==> config.mk <==
export PLATFORM = sky130hd
export DESIGN_NAME = mm_cell
export DESIGN_NICKNAME = d
export VERILOG_FILES = /design/src/hw/rtl/mm_pkg.sv /design/src/hw/rtl/mm_cell.sv
export SDC_FILE = /design/constraint.sdc
export NUM_CORES = 1
export LEC_CHECK = 0
export ABC_AREA = 1
export BUFFER_PORTS_ARGS = -buffer_cell sky130_fd_sc_hd__buf_2
export CAP_MARGIN = 15
export CORE_ASPECT_RATIO = 1.4
export CORE_UTILIZATION = 40
export DETAILED_ROUTE_END_ITERATION = 8
export GPL_ROUTABILITY_DRIVEN = 0
export PLACE_DENSITY = 0.6
export SYNTH_ARGS = -nofsm -noshare
export SYNTH_HDL_FRONTEND = slang
export SYNTH_SLANG_ARGS = --single-unit
==> constraint.sdc <==
create_clock -name clk -period 15.64 [get_ports clk]
set_clock_uncertainty 0.05 [all_clocks]
set_input_delay 0.782 -clock clk [delete_from_list [all_inputs] [get_ports clk]]
set_output_delay 0.782 -clock clk [all_outputs]
set_load 0.01 [all_outputs]
==> src/hw/rtl/mm_pkg.sv <==
package mm_pkg;

    localparam int MAX_DIM   = 8;
    localparam int IDX_W     = $clog2(MAX_DIM);
    localparam int ADDR_W    = 2 * IDX_W;
    localparam int DIM_W     = 4;
    localparam int ELEM_W    = 16;
    localparam int PROD_W    = 2 * ELEM_W;
    localparam int ACC_W     = 35;
    localparam int MODE_W    = 2;
    localparam int CFG_IDX_W = 2;

    localparam logic [MODE_W-1:0] MODE_LOAD_A  = 2'd0;
    localparam logic [MODE_W-1:0] MODE_LOAD_B  = 2'd1;
    localparam logic [MODE_W-1:0] MODE_COMPUTE = 2'd2;

    localparam logic [CFG_IDX_W-1:0] REG_ROWS_A    = 2'd0;
    localparam logic [CFG_IDX_W-1:0] REG_INNER_DIM = 2'd1;
    localparam logic [CFG_IDX_W-1:0] REG_COLS_B    = 2'd2;

    typedef struct packed {
        logic [IDX_W-1:0] b_addr;
        logic [IDX_W-1:0] rd_addr;
        logic             mul_en;
        logic             acc_en;
        logic             acc_first;
        logic             shift;
    } cell_ctl_t;

    // last valid index of a dimension, with 0 taken as 1 and anything above MAX_DIM as MAX_DIM
    function automatic logic [IDX_W-1:0] dim_last(input logic [DIM_W-1:0] v);
        logic [IDX_W-1:0] res;
        if (v == '0)
        begin
            res = '0;
        end
        else if (v > DIM_W'(MAX_DIM))
        begin
            res = IDX_W'(MAX_DIM - 1);
        end
        else
        begin
            res = IDX_W'(v - 1'b1);
        end
        return res;
    endfunction

endpackage

==> src/hw/rtl/mm_cell.sv <==
module mm_cell (
    input  logic                             clk,
    input  mm_pkg::cell_ctl_t                ctl,
    input  logic                             b_sel,
    input  logic signed [mm_pkg::ELEM_W-1:0] elem,
    input  logic signed [mm_pkg::ELEM_W-1:0] a_val,
    input  logic signed [mm_pkg::ACC_W-1:0]  acc_in,
    output logic signed [mm_pkg::ACC_W-1:0]  acc_out
);

    // one column of B lives in each cell
    logic signed [mm_pkg::ELEM_W-1:0] b_mem [mm_pkg::MAX_DIM];
    logic signed [mm_pkg::ELEM_W-1:0] b_rd_reg;
    logic signed [mm_pkg::PROD_W-1:0] prod_reg;
    logic signed [mm_pkg::ACC_W-1:0]  acc_reg;

    always_ff @(posedge clk)
    begin
        if (b_sel)
        begin
            b_mem[ctl.b_addr] <= elem;
        end
        b_rd_reg <= b_mem[ctl.rd_addr];
    end

    always_ff @(posedge clk)
    begin
        if (ctl.mul_en)
        begin
            prod_reg <= a_val * b_rd_reg;
        end
    end

    always_ff @(posedge clk)
    begin
        if (ctl.shift)
        begin
            acc_reg <= acc_in;
        end
        else if (ctl.acc_en)
        begin
            if (ctl.acc_first)
            begin
                acc_reg <= mm_pkg::ACC_W'(prod_reg);
            end
            else
            begin
                acc_reg <= acc_reg + mm_pkg::ACC_W'(prod_reg);
            end
        end
    end

    assign acc_out = acc_reg;

endmodule

==> impl_results.md <==
* Synth Area in Compound Gates at roughly 7.4%
* First-pass GRT wire length at 84100 um
* Final setup violation count at 0
* Port bufs at around 110
* Largest net degree at the start of global routing at 66
* Std cell rows at roughly 100
* Adder-Cell Fraction of Synth Area at roughly a third
* CTS Buf Count at 22
* Via count at 15500
* CP dominant cell by count: fa_1
* CTS tree: built
* Period minus WS final at approximately 6.5 ns
* Largest register FFs at approximately 130
* Synth Instances at roughly 2400
* H-tree lvl count at 1
* Die height at roughly 270 um
* Status: finished, final reports clean
* Fill cells at about 5000
* Hold WC Path Type: input port to flop
* Max-slew headroom at approximately a quarter
* Worst Tran Pin Value at 1.13 ns
* Crit start category: flop
* Die area at roughly 0.053 mm^2
* Seq cells post-synth at about 210
* 1st-iter DRT viols at between 700 and 800
* Core ar. at 0.0511 mm^2
* Layout cells sized above 1 at 8.70%
* Vias per cell at 4.97
* Ys Warns at 0
* CTS clk-pin slew, worst paths at about 0.060 ns
* Commonest cells after routing, fill and taps aside: 511 x inv_1, 504 x nand2_1, 263 x fa_1, 249 x nor2_1, 195 x edfxtp_1
* Post-CTS Setup Inserts at 0
* Worst-skew pair later-pin latency at 0.55 ns
* Final Hold Fails at 0
* Total gr overflow at 0
* Post-DP HPWL at 40800 um
* RSZ-0062 raised after global routing: no
* Initial core utilization at 40.5%
* Total negative slack at 0 ns
* Xor and xnor fraction of the mapped netlist area at roughly 2.2%
* DRC Markers at 0
* Worst Setup Path Type: flop to flop
* Post-DP Area at ~0.022 mm^2
* Final instance area at between 0.02 and 0.025 mm^2
* Sequential share of the synthesized area at about 30%
* Worst path slowest cell: dfxtp_1
* Synth-to-Final Area Change at 8.80%
* ANT nets after route at 0
* Sink Count at between 200 and 250
* CP cell instances: nand2_1 > fa_1 > inv_1 > fa_1 > fa_1 > fa_1 > fa_1 > fa_1 > ha_1 > a21oi_1 > o21ai_0 > a21oi_1 > nand3_1 > a21oi_1 > xnor2_1
* Mapped Area at approximately 0.021 mm^2
* Post-CTS sizing at 0
* Most common cell after layout, fill and taps aside: inv_1
* Distinct cells, synth at between 40 and 50
* Synthesized net count at about 2800
* Area of the multi-input gates at 0.0122 mm^2
* DR pass1 iterations at 5
* # IOs at 114
* Crit path largest cell delay at 0.83 ns
* Slew Limit Fails at 0
* Clk buf depth at 3
* CP endpoint kind: flop
* Aggregate routed wire length at 51500 um
* Register area at 0.00618 mm^2
* Post-CTS Hold Fix Bufs at 0
* Tot GR Track Use at 19.9%
* Die X at about 190 um
* Mux contribution to synthesized area at 0%
* Largest fanout on the critical path at 16
* Mean Syn Cell Area at 8.66 um^2
* CP Data Arrival Time at 6.74 ns
* Fmax at 154 MHz
* Max-cap viol count at 0
* Fin crit share at 41.6%
* Worst EP required at between 15 and 20 ns
* Fin nets at approximately 2900
* Avg WL per Cell at between 15 and 20 um
* Vias in the first global route at 16600
* Largest family of logic cells by synthesized area: adder cells
* Root buf cell: clkbuf_16
* Post-synthesis simple-gate area fraction at 17.0%
* Initial antenna violation count at 3
==> per-stage QoR <==
stage	utilization [%]	cells	hold slack (ns)	worst slack [ns]
floorplan	-	2389	0.470	9.58
global placement	42.6	3071	0.487	9.13
detailed placement	42.6	3071	0.500	9.07
CTS	44.0	3110	0.420	9.17
global route	44.0	3111	0.430	8.91
finish	44.0	3112	0.446	9.14
==> Yosys cell counts <==
library cell / instances / area [um^2]
a211oi_1: 1 / 7.51
a21boi_0: 1 / 7.51
a21boi_2: 2 / 22.5
a21o_1: 3 / 22.5
a21oi_1: 80 / 400
a21oi_2: 5 / 43.8
a31o_1: 2 / 17.5
a31oi_1: 19 / 119
buf_1: 2 / 7.51
buf_2: 3 / 15.0
buf_4: 1 / 7.51
clkbuf_1: 87 / 327
clkinv_1: 2 / 7.51
dfxtp_1: 16 / 320
edfxtp_1: 195 / 5860
fa_1: 263 / 5270
ha_1: 116 / 1450
inv_1: 511 / 1920
inv_2: 7 / 26.3
nand2_1: 504 / 1890
nand2_2: 12 / 75.1
nand3_1: 49 / 245
nand3_2: 5 / 50.1
nand3b_1: 2 / 15.0
nand4_1: 12 / 75.1
nor2_1: 249 / 935
nor2_2: 6 / 37.5
nor2_4: 4 / 45.0
nor3_1: 3 / 15.0
nor3_2: 3 / 30.0
nor3b_2: 1 / 12.5
nor4_1: 1 / 6.26
nor4_2: 2 / 25.0
o211ai_1: 4 / 30.0
o21a_1: 3 / 22.5
o21ai_0: 105 / 526
o21ai_1: 17 / 85.1
o21ai_2: 4 / 35.0
o21bai_1: 10 / 75.1
o21bai_2: 1 / 11.3
o22ai_1: 16 / 100
or2_0: 1 / 6.26
or2_2: 7 / 43.8
xnor2_1: 20 / 175
xor2_1: 32 / 280
==> critical path, delay by kind of cell (launching register included) <==
family / cells / cell delay [ns]
adder cells (fa/ha/maj): 7 / 3.68
AO/OA/AOI/OAI: 4 / 0.92
flip-flops: 1 / 0.83
AND/OR/NAND/NOR: 2 / 0.52
buffers and inverters: 1 / 0.13
XOR/XNOR: 1 / 0.08
==> routing by layer <==
layer / wire length, um / share of wire, % / global-route usage [%]
met2: 27800 / 54 / 38.8
met3: 2200 / 4.3 / 2.34
met1: 19700 / 38 / 21.9
met4: 1750 / 3.4 / 7.54
met5: 21 / 0.041 / 0
==> final timing paths <==
check / depth (start not counted) / startpoint / slack [ns] / endpoint
max: 15 / b_rd_reg[1] / 9.14 / prod_reg[27]
min: 1 / elem[7] / 0.45 / b_mem[6][7]
max reg2reg: 15 / b_rd_reg[1] / 9.14 / prod_reg[27]
min reg2reg: 2 / b_mem[3][4] / 0.51 / b_rd_reg[4]
==> cell type report <==
cell class / count / area share [%]
tap: 650 / 3.61
antenna: 1 / 0.0111
clock inverter: 10 / 0.361
multi-input combinational: 1565 / 54.2
sequential: 211 / 27.4
timing repair buffer: 126 / 3.03
inverter: 520 / 8.67
clock buffer: 29 / 2.65
==> kinds of logic after synthesis <==
kind of cell | count (synthesis)
AOI/OAI and AO/OA | 273
buffers and inverters | 613
DFF | 211
xor gates and xnor gates | 52
and+or+nand+nor | 861
adders and majority gates | 379
Power is not shown: default switching activity piles up to over one toggle a cycle in this logic, so the estimate is an artifact.
